$ cat config.mk
export PLATFORM = sky130hd
export DESIGN_NAME = bloom_filter_engine_unit
export DESIGN_NICKNAME = d
export VERILOG_FILES = /design/src/hdl/bfe_pkg.sv /design/src/hdl/bfe_mod.sv /design/src/hdl/bloom_filter_engine_unit.sv
export VERILOG_INCLUDE_DIRS = /design/src /design/src/hdl
export SDC_FILE = /design/constraint.sdc
export NUM_CORES = 2
export LEC_CHECK = 0
export BUFFER_PORTS_ARGS = -buffer_cell sky130_fd_sc_hd__buf_2
export CAP_MARGIN = 20
export CORE_MARGIN = 1
export CORE_UTILIZATION = 50
export DETAILED_ROUTE_END_ITERATION = 16
export PLACE_DENSITY = 0.67
export SLEW_MARGIN = 20
export SYNTH_ARGS = -nofsm -noshare
export SYNTH_HDL_FRONTEND = slang
export SYNTH_HIERARCHICAL = 1
export SYNTH_SLANG_ARGS = --single-unit
export TNS_END_PERCENT = 50
$ cat constraint.sdc
create_clock -name clk -period 9.4 [get_ports clk]
set_input_delay 1.41 -clock clk [delete_from_list [all_inputs] [get_ports clk]]
set_output_delay 1.41 -clock clk [all_outputs]
set_load 0.01 [all_outputs]
$ cat src/hdl/bloom_filter_engine_unit_macros.svh
// ----------------------------------------------------------------------------
// Bloom filter engine assertion macros
// Concurrent assertion wrappers, compiled out for synthesis.
// ----------------------------------------------------------------------------
`ifndef BLOOM_FILTER_ENGINE_UNIT_MACROS_SVH
`define BLOOM_FILTER_ENGINE_UNIT_MACROS_SVH
`ifndef SYNTHESIS
`define BFE_ASSERT_IMPL(label, clk, rst_n, ante, cons) \
	label: assert property (@(posedge clk) disable iff (!rst_n) (ante) |-> (cons)) \
		else $error("assertion failed");
`define BFE_ASSERT_NEXT(label, clk, rst_n, ante, cons) \
	label: assert property (@(posedge clk) disable iff (!rst_n) (ante) |=> (cons)) \
		else $error("assertion failed");
`else
`define BFE_ASSERT_IMPL(label, clk, rst_n, ante, cons)
`define BFE_ASSERT_NEXT(label, clk, rst_n, ante, cons)
`endif
`endif

$ cat src/hdl/bfe_pkg.sv
// ----------------------------------------------------------------------------
// Bloom filter engine package
// Payload structs, command codes, sequencer states and hash constants.
// ----------------------------------------------------------------------------
`timescale 1ns / 1ps
`default_nettype none
package bfe_pkg;
	typedef enum logic [1:0] {
		CMD_INSERT = 2'd0,
		CMD_QUERY  = 2'd1,
		CMD_FLUSH  = 2'd2,
		CMD_NONE   = 2'd3
	} cmd_t;

	localparam logic [0:0] REG_FILTER_BITS = 1'b0;
	localparam logic [0:0] REG_HASH_COUNT  = 1'b1;
	localparam logic [31:0] MM_MUL = 32'h5bd1e995;
	localparam logic [4:0] HASH_LIMIT = 5'd16;

	typedef struct packed {
		logic [1:0]  command;
		logic [63:0] key;
	} req_t;

	typedef struct packed {
		logic        present;
		logic [31:0] element_count;
	} rsp_t;

	typedef enum logic [3:0] {
		ST_IDLE,
		ST_CLEAR,
		ST_M0,   // blk *= M (block 0 or 1)
		ST_M1,   // blk ^= blk>>24; blk *= M
		ST_M2,   // h *= M
		ST_F0,   // h ^= h>>13; h *= M
		ST_F1,   // h ^= h>>15, start modulo
		ST_MOD,
		ST_RD,
		ST_WR,
		ST_DONE
	} state_t;
endpackage
`default_nettype wire

$ cat src/hdl/bfe_mod.sv
// ----------------------------------------------------------------------------
// Bloom filter engine modulo unit
// Restoring division remainder, one quotient bit per cycle.
// ----------------------------------------------------------------------------
`timescale 1ns / 1ps
`default_nettype none
module bfe_mod
	import bfe_pkg::*;
#(
	parameter int unsigned DW = 13
) (
	input  wire logic          clk,
	input  wire logic          arst_n,
	input  wire logic          start,
	input  wire logic [31:0]   dividend,
	input  wire logic [DW-1:0] divisor,
	output logic               done,
	output logic [DW-1:0]      rem
);
	logic [DW:0]   rem_q;
	logic [31:0]   num_q;
	logic [5:0]    cnt_q;
	logic          busy_q;
	logic [DW+1:0] trial;

	assign trial = {rem_q, num_q[31]} - {2'b00, divisor};

	always_ff @(posedge clk or negedge arst_n) begin
		if (!arst_n) begin
			busy_q <= 1'b0;
			cnt_q  <= '0;
		end else if (start) begin
			busy_q <= 1'b1;
			cnt_q  <= 6'd32;
		end else if (busy_q) begin
			cnt_q <= cnt_q - 6'd1;
			if (cnt_q == 6'd1)
				busy_q <= 1'b0;
		end
	end

	always_ff @(posedge clk) begin
		if (start) begin
			rem_q <= '0;
			num_q <= dividend;
		end else if (busy_q) begin
			num_q <= {num_q[30:0], 1'b0};
			if (!trial[DW+1])
				rem_q <= trial[DW:0];
			else
				rem_q <= {rem_q[DW-1:0], num_q[31]};
		end
	end

	assign done = !busy_q && !start;
	assign rem  = rem_q[DW-1:0];
endmodule
`default_nettype wire

$ cat src/hdl/bloom_filter_engine_unit.sv
// ----------------------------------------------------------------------------
// Bloom filter engine
// Insert / query / flush over 64-bit keys with seeded MurmurHash2 positions.
// ----------------------------------------------------------------------------
// channel | dir | handshake        | payload
// req     | in  | req_valid/ready  | req_t {command, key}
// rsp     | out | rsp_valid/ready  | rsp_t {present, element_count}
// cfg     | in  | cfg_valid/ready  | cfg_index, cfg_data
//
// One request at a time. Each hash runs its mixing steps on the shared 32x32
// multiplier, starts the modulo, waits on the serial modulo unit and ends with
// a store read-modify-write; rsp_valid rises after the last hash (a query
// stops at its first clear bit). A flush clears every store word. After reset
// a clearing pass runs before req_ready. The response register frees once
// taken; a new request waits for that.
// ----------------------------------------------------------------------------
`timescale 1ns / 1ps
`default_nettype none
`include "bloom_filter_engine_unit_macros.svh"
module bloom_filter_engine_unit
	import bfe_pkg::*;
#(
	parameter int unsigned MAX_BITS = 4096
) (
	input  wire logic        clk,
	input  wire logic        arst_n,
	input  wire logic        req_valid,
	output logic             req_ready,
	input  wire req_t        req,
	output logic             rsp_valid,
	input  wire logic        rsp_ready,
	output rsp_t             rsp,
	input  wire logic        cfg_valid,
	output logic             cfg_ready,
	input  wire logic [0:0]  cfg_index,
	input  wire logic [12:0] cfg_data
);
	localparam int unsigned WORDS = (MAX_BITS + 63) / 64;
	localparam int unsigned AW    = (WORDS > 1) ? $clog2(WORDS) : 1;
	localparam int unsigned PW    = $clog2(MAX_BITS) + 1;  // holds MAX_BITS

	// configuration
	logic [12:0] filter_bits_q;
	logic [4:0]  hash_count_q;
	assign cfg_ready = 1'b1;
	always_ff @(posedge clk or negedge arst_n) begin
		if (!arst_n) begin
			filter_bits_q <= 13'd4096;
			hash_count_q  <= 5'd7;
		end else if (cfg_valid) begin
			if (cfg_index == REG_FILTER_BITS)
				filter_bits_q <= cfg_data;
			else
				hash_count_q <= cfg_data[4:0];
		end
	end

	// effective bit count, compared at PW+13 bits to stay general
	logic [PW-1:0] eff_m;
	always_comb begin
		if (filter_bits_q == 13'd0)
			eff_m = PW'(1);
		else if ({{PW{1'b0}}, filter_bits_q} > (PW+13)'(MAX_BITS))
			eff_m = PW'(MAX_BITS);
		else
			eff_m = PW'(filter_bits_q);
	end
	logic [4:0] eff_k;
	assign eff_k = (hash_count_q > HASH_LIMIT) ? HASH_LIMIT : hash_count_q;

	// sequencer state
	state_t      state_q, state_d;
	cmd_t        cmd_q;
	logic [63:0] key_q;
	logic [4:0]  idx_q;
	logic        blk_q;      // which key block is being mixed
	logic [31:0] h_q, b_q;
	logic        present_q;
	logic [31:0] count_q;
	logic [AW-1:0] clr_q;
	logic          rsp_valid_q;
	rsp_t          rsp_q;

	// shared multiplier by the MurmurHash constant
	logic [31:0] mul_in, mul_out;
	assign mul_out = mul_in * MM_MUL;
	always_comb begin
		unique case (state_q)
			ST_M0:   mul_in = blk_q ? key_q[63:32] : key_q[31:0];
			ST_M1:   mul_in = b_q ^ (b_q >> 24);
			ST_F0:   mul_in = h_q ^ (h_q >> 13);
			default: mul_in = h_q;
		endcase
	end

	// modulo unit
	logic          mod_start, mod_done;
	logic [PW-1:0] mod_rem;
	bfe_mod #(.DW(PW)) u_mod (
		.clk(clk), .arst_n(arst_n), .start(mod_start),
		.dividend(h_q ^ (h_q >> 15)), .divisor(eff_m),
		.done(mod_done), .rem(mod_rem)
	);
	assign mod_start = (state_q == ST_F1);

	// bit store: one read port, one write port, read data registered
	logic [63:0]   mem [WORDS];
	logic [63:0]   rd_s1;
	logic [AW-1:0] waddr;
	logic [63:0]   wdata;
	logic          wen;
	logic [AW-1:0] word_addr;
	logic [5:0]    bit_sel;
	assign bit_sel = mod_rem[5:0];
	generate
		if (WORDS > 1) begin : g_addr
			assign word_addr = AW'(mod_rem >> 6);
		end else begin : g_addr1
			assign word_addr = '0;
		end
	endgenerate
	always_ff @(posedge clk) begin
		if (wen)
			mem[waddr] <= wdata;
		rd_s1 <= mem[word_addr];
	end
	always_comb begin
		wen   = 1'b0;
		waddr = word_addr;
		wdata = rd_s1 | (64'd1 << bit_sel);
		if (state_q == ST_CLEAR) begin
			wen   = 1'b1;
			waddr = clr_q;
			wdata = '0;
		end else if (state_q == ST_WR && cmd_q == CMD_INSERT) begin
			wen = 1'b1;
		end
	end

	logic last_hash;
	assign last_hash = (idx_q + 5'd1 >= eff_k);

	always_comb begin
		state_d = state_q;
		unique case (state_q)
			ST_IDLE: begin
				if (req_valid && req_ready) begin
					if (req.command == CMD_FLUSH)
						state_d = ST_CLEAR;
					else if ((req.command == CMD_INSERT || req.command == CMD_QUERY)
							&& eff_k != 5'd0)
						state_d = ST_M0;
					else
						state_d = ST_DONE;
				end
			end
			// the pass after reset has no request behind it and gives no response
			ST_CLEAR: begin
				if (clr_q == AW'(WORDS - 1))
					state_d = (cmd_q == CMD_FLUSH) ? ST_DONE : ST_IDLE;
			end
			ST_M0:    state_d = ST_M1;
			ST_M1:    state_d = ST_M2;
			ST_M2:    state_d = blk_q ? ST_F0 : ST_M0;
			ST_F0:    state_d = ST_F1;
			ST_F1:    state_d = ST_MOD;
			ST_MOD:   if (mod_done) state_d = ST_RD;
			ST_RD:    state_d = ST_WR;
			ST_WR: begin
				if (last_hash || (cmd_q == CMD_QUERY && !rd_s1[bit_sel]))
					state_d = ST_DONE;
				else
					state_d = ST_M0;
			end
			ST_DONE:  state_d = ST_IDLE;
			default:  state_d = ST_IDLE;
		endcase
	end

	always_ff @(posedge clk or negedge arst_n) begin
		if (!arst_n)
			state_q <= ST_CLEAR;
		else
			state_q <= state_d;
	end

	assign req_ready = (state_q == ST_IDLE) && !rsp_valid_q;

	always_ff @(posedge clk or negedge arst_n) begin
		if (!arst_n) begin
			clr_q       <= '0;
			count_q     <= '0;
			rsp_valid_q <= 1'b0;
			cmd_q       <= CMD_NONE;
			idx_q       <= '0;
			blk_q       <= 1'b0;
			present_q   <= 1'b0;
		end else begin
			if (rsp_valid_q && rsp_ready)
				rsp_valid_q <= 1'b0;
			unique case (state_q)
				ST_IDLE: begin
					if (req_valid && req_ready) begin
						cmd_q     <= cmd_t'(req.command);
						idx_q     <= '0;
						blk_q     <= 1'b0;
						clr_q     <= '0;
						present_q <= (req.command == CMD_QUERY);
					end
				end
				ST_CLEAR: clr_q <= clr_q + AW'(1);
				ST_M2:    blk_q <= ~blk_q;
				ST_WR: begin
					idx_q <= idx_q + 5'd1;
					if (cmd_q == CMD_QUERY && !rd_s1[bit_sel])
						present_q <= 1'b0;
				end
				ST_DONE: begin
					if (cmd_q == CMD_FLUSH)
						count_q <= '0;
					else if (cmd_q == CMD_INSERT && count_q != 32'hFFFF_FFFF)
						count_q <= count_q + 32'd1;
					rsp_valid_q <= 1'b1;
				end
				default: ;
			endcase
		end
	end

	// hash datapath registers
	always_ff @(posedge clk) begin
		if (state_q == ST_IDLE && req_valid && req_ready) begin
			key_q <= req.key;
			h_q   <= 32'd8;
		end
		unique case (state_q)
			ST_M0: b_q <= mul_out;
			ST_M1: b_q <= mul_out;
			ST_M2: h_q <= mul_out ^ b_q;
			ST_F0: h_q <= mul_out;
			ST_WR: h_q <= {27'd0, idx_q + 5'd1} ^ 32'd8;
			default: ;
		endcase
	end

	always_ff @(posedge clk) begin
		if (state_q == ST_DONE) begin
			rsp_q.present <= (cmd_q == CMD_QUERY) ? present_q : 1'b0;
			if (cmd_q == CMD_FLUSH)
				rsp_q.element_count <= '0;
			else if (cmd_q == CMD_INSERT && count_q != 32'hFFFF_FFFF)
				rsp_q.element_count <= count_q + 32'd1;
			else
				rsp_q.element_count <= count_q;
		end
	end

	assign rsp_valid = rsp_valid_q;
	assign rsp       = rsp_q;

	`BFE_ASSERT_IMPL(a_no_req_busy, clk, arst_n, state_q != ST_IDLE, !req_ready)
	`BFE_ASSERT_NEXT(a_done_rsp, clk, arst_n, state_q == ST_DONE, rsp_valid)
	`BFE_ASSERT_IMPL(a_rsp_idle, clk, arst_n, rsp_valid, state_q == ST_IDLE)
endmodule
`default_nettype wire

## Yosys cells after proc, flatten, opt, wreduce, memory -nomap -nowiden

Memories as Yosys holds them, arrays and structs flattened. A register that Yosys moved wholly into a read port is not among the register bits.
Index checks and enable logic that the tools add are counted.

- Flip-flop bits (word level): 284
- RAM bits: 4096
- Input bits: 85
- Output and inout port bits: 36
- Logic and storage cells: 141
- Memories kept: 1

Memories:

| memory | depth | bits a word | rd ports | clocked after memory_dff | write ports | RTL line | text |
|---|---|---|---|---|---|---|---|
| mem | 64 | 64 | 1 | 1 | 1 | bloom_filter_engine_unit.sv:107 | `logic [63:0] mem [WORDS];` |

- Add/sub/neg operators: 5
- Multipliers: 1
- $lt $le $gt $ge: 4
- Equality and inequality tests: 21
- Shifts and indexed selects: 1
- Mux-type cells: 45
- Bitwise operators: 8
- Reductions and logical operators: 36

Operators with widths:

| kind | number |
|---|---|
| 2-to-1 mux 32 bit | 6 |
| case mux 32 bit (3 select lines) | 2 |
| 2-to-1 mux 64 bit | 1 |
| bitwise OR 64 bit | 1 |
| << shifter 1 x 6 -> 64 bit (first input constant) | 1 |
| case mux 4 bit (10 select lines) | 1 |
| adder 32 x 1 -> 32 bit (second input constant) | 1 |
| multiplier 32 x 31 -> 32 bit (second input constant) | 1 |
| inequality test 32 bit (second input constant) | 1 |
| bitwise XOR 32 x 17 -> 32 bit | 1 |
| bitwise XOR 32 x 19 -> 32 bit | 1 |
| bitwise XOR 32 bit | 1 |
| bitwise XOR 32 x 8 -> 32 bit | 1 |
| 2-to-1 mux 4 bit | 7 |
| 2-to-1 mux 13 bit | 2 |
| 2-to-1 mux 6 bit | 4 |
| equality test 4 x 3 -> 1 bit (second input constant) | 4 |
| subtractor 15 x 13 -> 15 bit | 1 |
| 2-to-1 mux 14 bit | 1 |
| > comparator 13 bit (second input constant) | 1 |
| zero test 13 bit | 1 |
| 2-to-1 mux 1 bit | 13 |
| equality test 4 bit (second input constant) | 3 |
| case mux 6 bit (2 select lines) | 1 |
| 31 further kinds | 64 |

## Logic depth before layout (Yosys ltp)

- Depth after elaboration: 8
- Depth in mapped cells: 33
- Depth with buffers taken out: 31

## Cells and area by module

The synthesis kept the hierarchy.

By module, submodules not included:

| module | times used | cells an instance | area an instance (um^2) | sequential area each (um^2) |
|---|---|---|---|---|
| bloom_filter_engine_unit | 1 | 8042 | 177579.1 | 130874.3 |
| bfe_mod | 1 | 301 | 3301.9 | 1416.4 |

## Worst setup path before layout

No wires, ideal clock.

- Path kind: flip-flop to flip-flop
- From: reg blk_q
- To: reg h_q[31], data pin
- Library setup time: 255 ps
- Data arrival time: 7958 ps
- Data required time: 9145 ps
- Setup slack: 1188 ps
- Cell stages (with the launch flop): 30
- Buffers on the path: 3
- Period minus slack after synthesis: 8212 ps
- Path through: dfrtp_1 buf_6 buf_2 buf_1 mux2i_1 o22ai_1 a31oi_1 o21ai_0 ha_1 a21o_4 ha_1 inv_1 fa_1 fa_1 fa_1 inv_1 fa_1 fa_1 inv_1 fa_1 inv_1 ha_1 o21ai_0 nor2_1 a2111oi_0 o21bai_1 a31oi_1 o31a_1 xnor3_1 and2_1

- Cells in the longest elaborated chain, start to end: 5

RTL lines:

| what | RTL line | text |
|---|---|---|
| start: declaration | bloom_filter_engine_unit.sv:76 | `logic blk_q;` |
| start signal: assignment | bloom_filter_engine_unit.sv:212 | `ST_M2: blk_q <= ~blk_q;` |
| 2-to-1 mux 32 bit * | bloom_filter_engine_unit.sv:89 | `ST_M0: mul_in = blk_q ? key_q[63:32] : key_q[31:0];` |
| case mux 32 bit (3 select lines) * | bloom_filter_engine_unit.sv:88 | `unique case (state_q)` |
| multiplier 32 x 31 -> 32 bit * | bloom_filter_engine_unit.sv:86 | `assign mul_out = mul_in * MM_MUL;` |
| bitwise XOR 32 bit | bloom_filter_engine_unit.sv:239 | `ST_M2: h_q <= mul_out ^ b_q;` |
| case mux 32 bit (3 select lines) * | bloom_filter_engine_unit.sv:236 | `unique case (state_q)` |
| end signal: assignment | bloom_filter_engine_unit.sv:239 |  |
| end signal: assignment | bloom_filter_engine_unit.sv:240 | `ST_F0: h_q <= mul_out;` |
| end signal: assignment | bloom_filter_engine_unit.sv:241 | `ST_WR: h_q <= {27'd0, idx_q + 5'd1} ^ 32'd8;` |
| end: declaration | bloom_filter_engine_unit.sv:77 | `logic [31:0] h_q, b_q;` |

Every way passes the cells marked *; elsewhere a longest branch is shown, timed or not.
A chain may end at the register's enable or synchronous reset.

## Final worst setup path

- From: reg state_q[0]
- To: reg h_q[31], data pin

- Cells in the longest elaborated chain, start to end: 5
- Elaborated cells between the ends (all ways): 9
- Those cells by class: mul: 1; eq/ne: 5; mux: 2; bitwise: 1

RTL lines:

| what | RTL line | text |
|---|---|---|
| start: declaration | bloom_filter_engine_unit.sv:72 | `state_t state_q, state_d;` |
| start signal: assignment | bloom_filter_engine_unit.sv:184 | `state_q <= state_d;` |
| equality test 4 x 3 -> 1 bit or equality test 4 x 2 -> 1 bit (tied branches) | bloom_filter_engine_unit.sv:88, bloom_filter_engine_unit.sv:236 |  |
| case mux 32 bit (3 select lines) | bloom_filter_engine_unit.sv:88 |  |
| multiplier 32 x 31 -> 32 bit | bloom_filter_engine_unit.sv:86 |  |
| bitwise XOR 32 bit | bloom_filter_engine_unit.sv:239 |  |
| case mux 32 bit (3 select lines) * | bloom_filter_engine_unit.sv:236 |  |

Marks and branches as above.

==> results.cfg <==
[critical_path]
most_frequent_cell_on_the_critical_path = fa_1
timing.critical_path.required_ns = 10.09
timing.critical_path.from_type = register
number_of_cells_traversed_by_the_worst_register_to_register_path = 28
r2r-start = state_q[0]
cp_slowest_stage_delay_ns = 0.68
critical_path_arrival_ns = 9.70
r2r-end = h_q[31]
timing.critical_path.to_type = register
critical_path_class = register to register
slowest_stage = dfstp_2
crit_fanout = 15
timing.critical_path.from = state_q[0]
ff2ff_setup_slack_ns = 0.40

[final_layout]
layout-drive-gt1-share_pct = 29.0
number_of_inserted_filler_cells_in_the_final_layout = 25900
mostFrequentLayoutCells = 4289 x edfxtp_1, 1365 x mux4_2, 438 x clkbuf_16
mostFrequentLayoutCell = edfxtp_1
finalNetCount = 9275
area_growth_pct = 13.1

[timing]
finalHoldViolations = 0
timing_max_transition_violations_final = 0
setup-violations-final = 0
worst_slew_pin_slew_ns = 1.19
layout_min_cycle_time_ns = 9.00
fin_setup_tns_ns = 0
maxClockFrequency_mhz = 111
min_period_over_period_pct = 95.8
fin_skew_ns = 0.102
max_slew_margin_pct = 20.8
grt_setup_unrepaired = false

[logic_synthesis]
synth_cells = 8342
synth.avg_cell_area_um2 = 21.7
synth_nets = 8842
synthesis.yosys.warnings = 6
netlist_area_um2 = 181000

[placement]
buffer_ports.inserted = 119
detailedPlacementHpwl_um = 259000
gp_routability_congestion = 0.905

[grt]
grt-busiest-layer = met2
grt_max_degree = 140
gr-usage-all-layers_pct = 27.2
globalRouteMet3Util_pct = 5.83
grt_pass1_wl_um = 692000
groute.layer.met1.usage_pct = 38.3
gr-total-overflow = 0
groute.layer.met2.usage_pct = 43.3
grt_pass1_vias = 89100
antenna_violations_before_repair = 14

[clock_network]
post-cts-setup-buffer-count = 0
cts.root.buffer_cell = clkbuf_16
cts-htree-levels = 5
bufs_on_longest_clock_path = 4
clock_insertion_delay_worst_skew_ns = 1.01
clock_pin_slew_worst_setup_and_hold_paths_ns = 0.06
clkSinkCount = 4444
cts-hold-fix-buffers = 0
tritoncts.num_buffers = 432
cts_tree = yes

[die]
initial_core_util_pct = 50.3
die_height_um = 603
coreArea_um2 = 359000
die-area_um2 = 364000
dieWidth_um = 603
ios = 121
placement_rows = 220

[job]
max_cap_violations = 0

[drt]
detail_route.iter0.violations = 13600
drtPass1Iterations = 6
post_route_antenna_net_violation_count = 0
avgViaCountPerCell = 6.48
detailroute.via_count = 90300
post_detailed_routing_wire_length_um = 496000
wire_per_inst_um = 35.6
drc = 0

[worst_hold_path]
min_path_cells = 2
holdCritPathClass = register to register
worst_hold_startpoint = count_q[26]
min_delay_worst_endpoint = count_q[26]

[status]
run_status = finished, final reports clean
-- critical path, delay by kind of cell (launching register included) --
family | cells | cell delay, ns
adders and majority gates | 9 | 3.88
xor gates and xnor gates | 1 | 0.40
and+or+nand+nor | 5 | 1.44
AOI/OAI and AO/OA | 6 | 1.44
buffers and inverters | 7 | 0.95
DFF | 1 | 0.68
-- timing repair --
action | 4_1_cts | 5_1_grt
endpoints found under the hold margin | 0 | 0
setup endpoints to repair | 0 | 1
resized for setup | 0 | 1
-- per-stage QoR --
stage | std cells | area, µm² | setup WS [ns] | util, % | hold slack [ns]
after floorplan | 8342 | 181000 | 1.19 | - | 0.449
after global placement | 13000 | 189000 | 0.437 | 52.6 | 0.463
after detailed placement | 13100 | 189000 | 0.431 | 52.6 | 0.477
after CTS | 13900 | 203000 | 0.364 | 56.5 | 0.490
after global routing | 13900 | 205000 | 0.0421 | 56.9 | 0.512
final | 13900 | 205000 | 0.397 | 56.9 | 0.484
-- sequential cells by signal (all words and copies together) (netlist names), 5 cells and up --
name           count
filter_bits_q     13
key_q             64
idx_q              5
hash_count_q       5
clr_q              6
h_q               32
count_q           32
b_q               32
rd_s1             64
u_mod/cnt_q        6
u_mod/num_q       32
u_mod/rem_q       14
mem             4096
rsp               33
-- worst max-delay path by stage --
stage,end,cells after the start
detailed placement,h_q[31],30
finish,h_q[31],28
floorplan,h_q[31],29
global placement,h_q[30],30
CTS,h_q[31],28
global route,h_q[31],30
-- per-layer routing --
metal / vias up / part of all wire, %
li1: 35300 / -
met1: 48600 / 38
met2: 5502 / 47
met3: 896 / 11
met4: 6 / 3.4
met5: - / 0.022
-- layout make-up --
| cell class | count | area (µm²) | share of cell area [%] |
|---|---|---|---|
| well taps | 4773 | 5970 | 2.92 |
| diodes | 5 | 12.5 | 0.00611 |
| inverters | 379 | 1420 | 0.695 |
| flip-flops and latches | 4444 | 132000 | 64.7 |
| clock inverters | 235 | 2340 | 1.14 |
| clock buffers | 574 | 11800 | 5.78 |
| multi-input cells | 3119 | 46500 | 22.7 |
| repair buffers | 399 | 4240 | 2.07 |
Power is not shown: default switching activity piles up to over one toggle a cycle in this logic, so the estimate is an artifact.
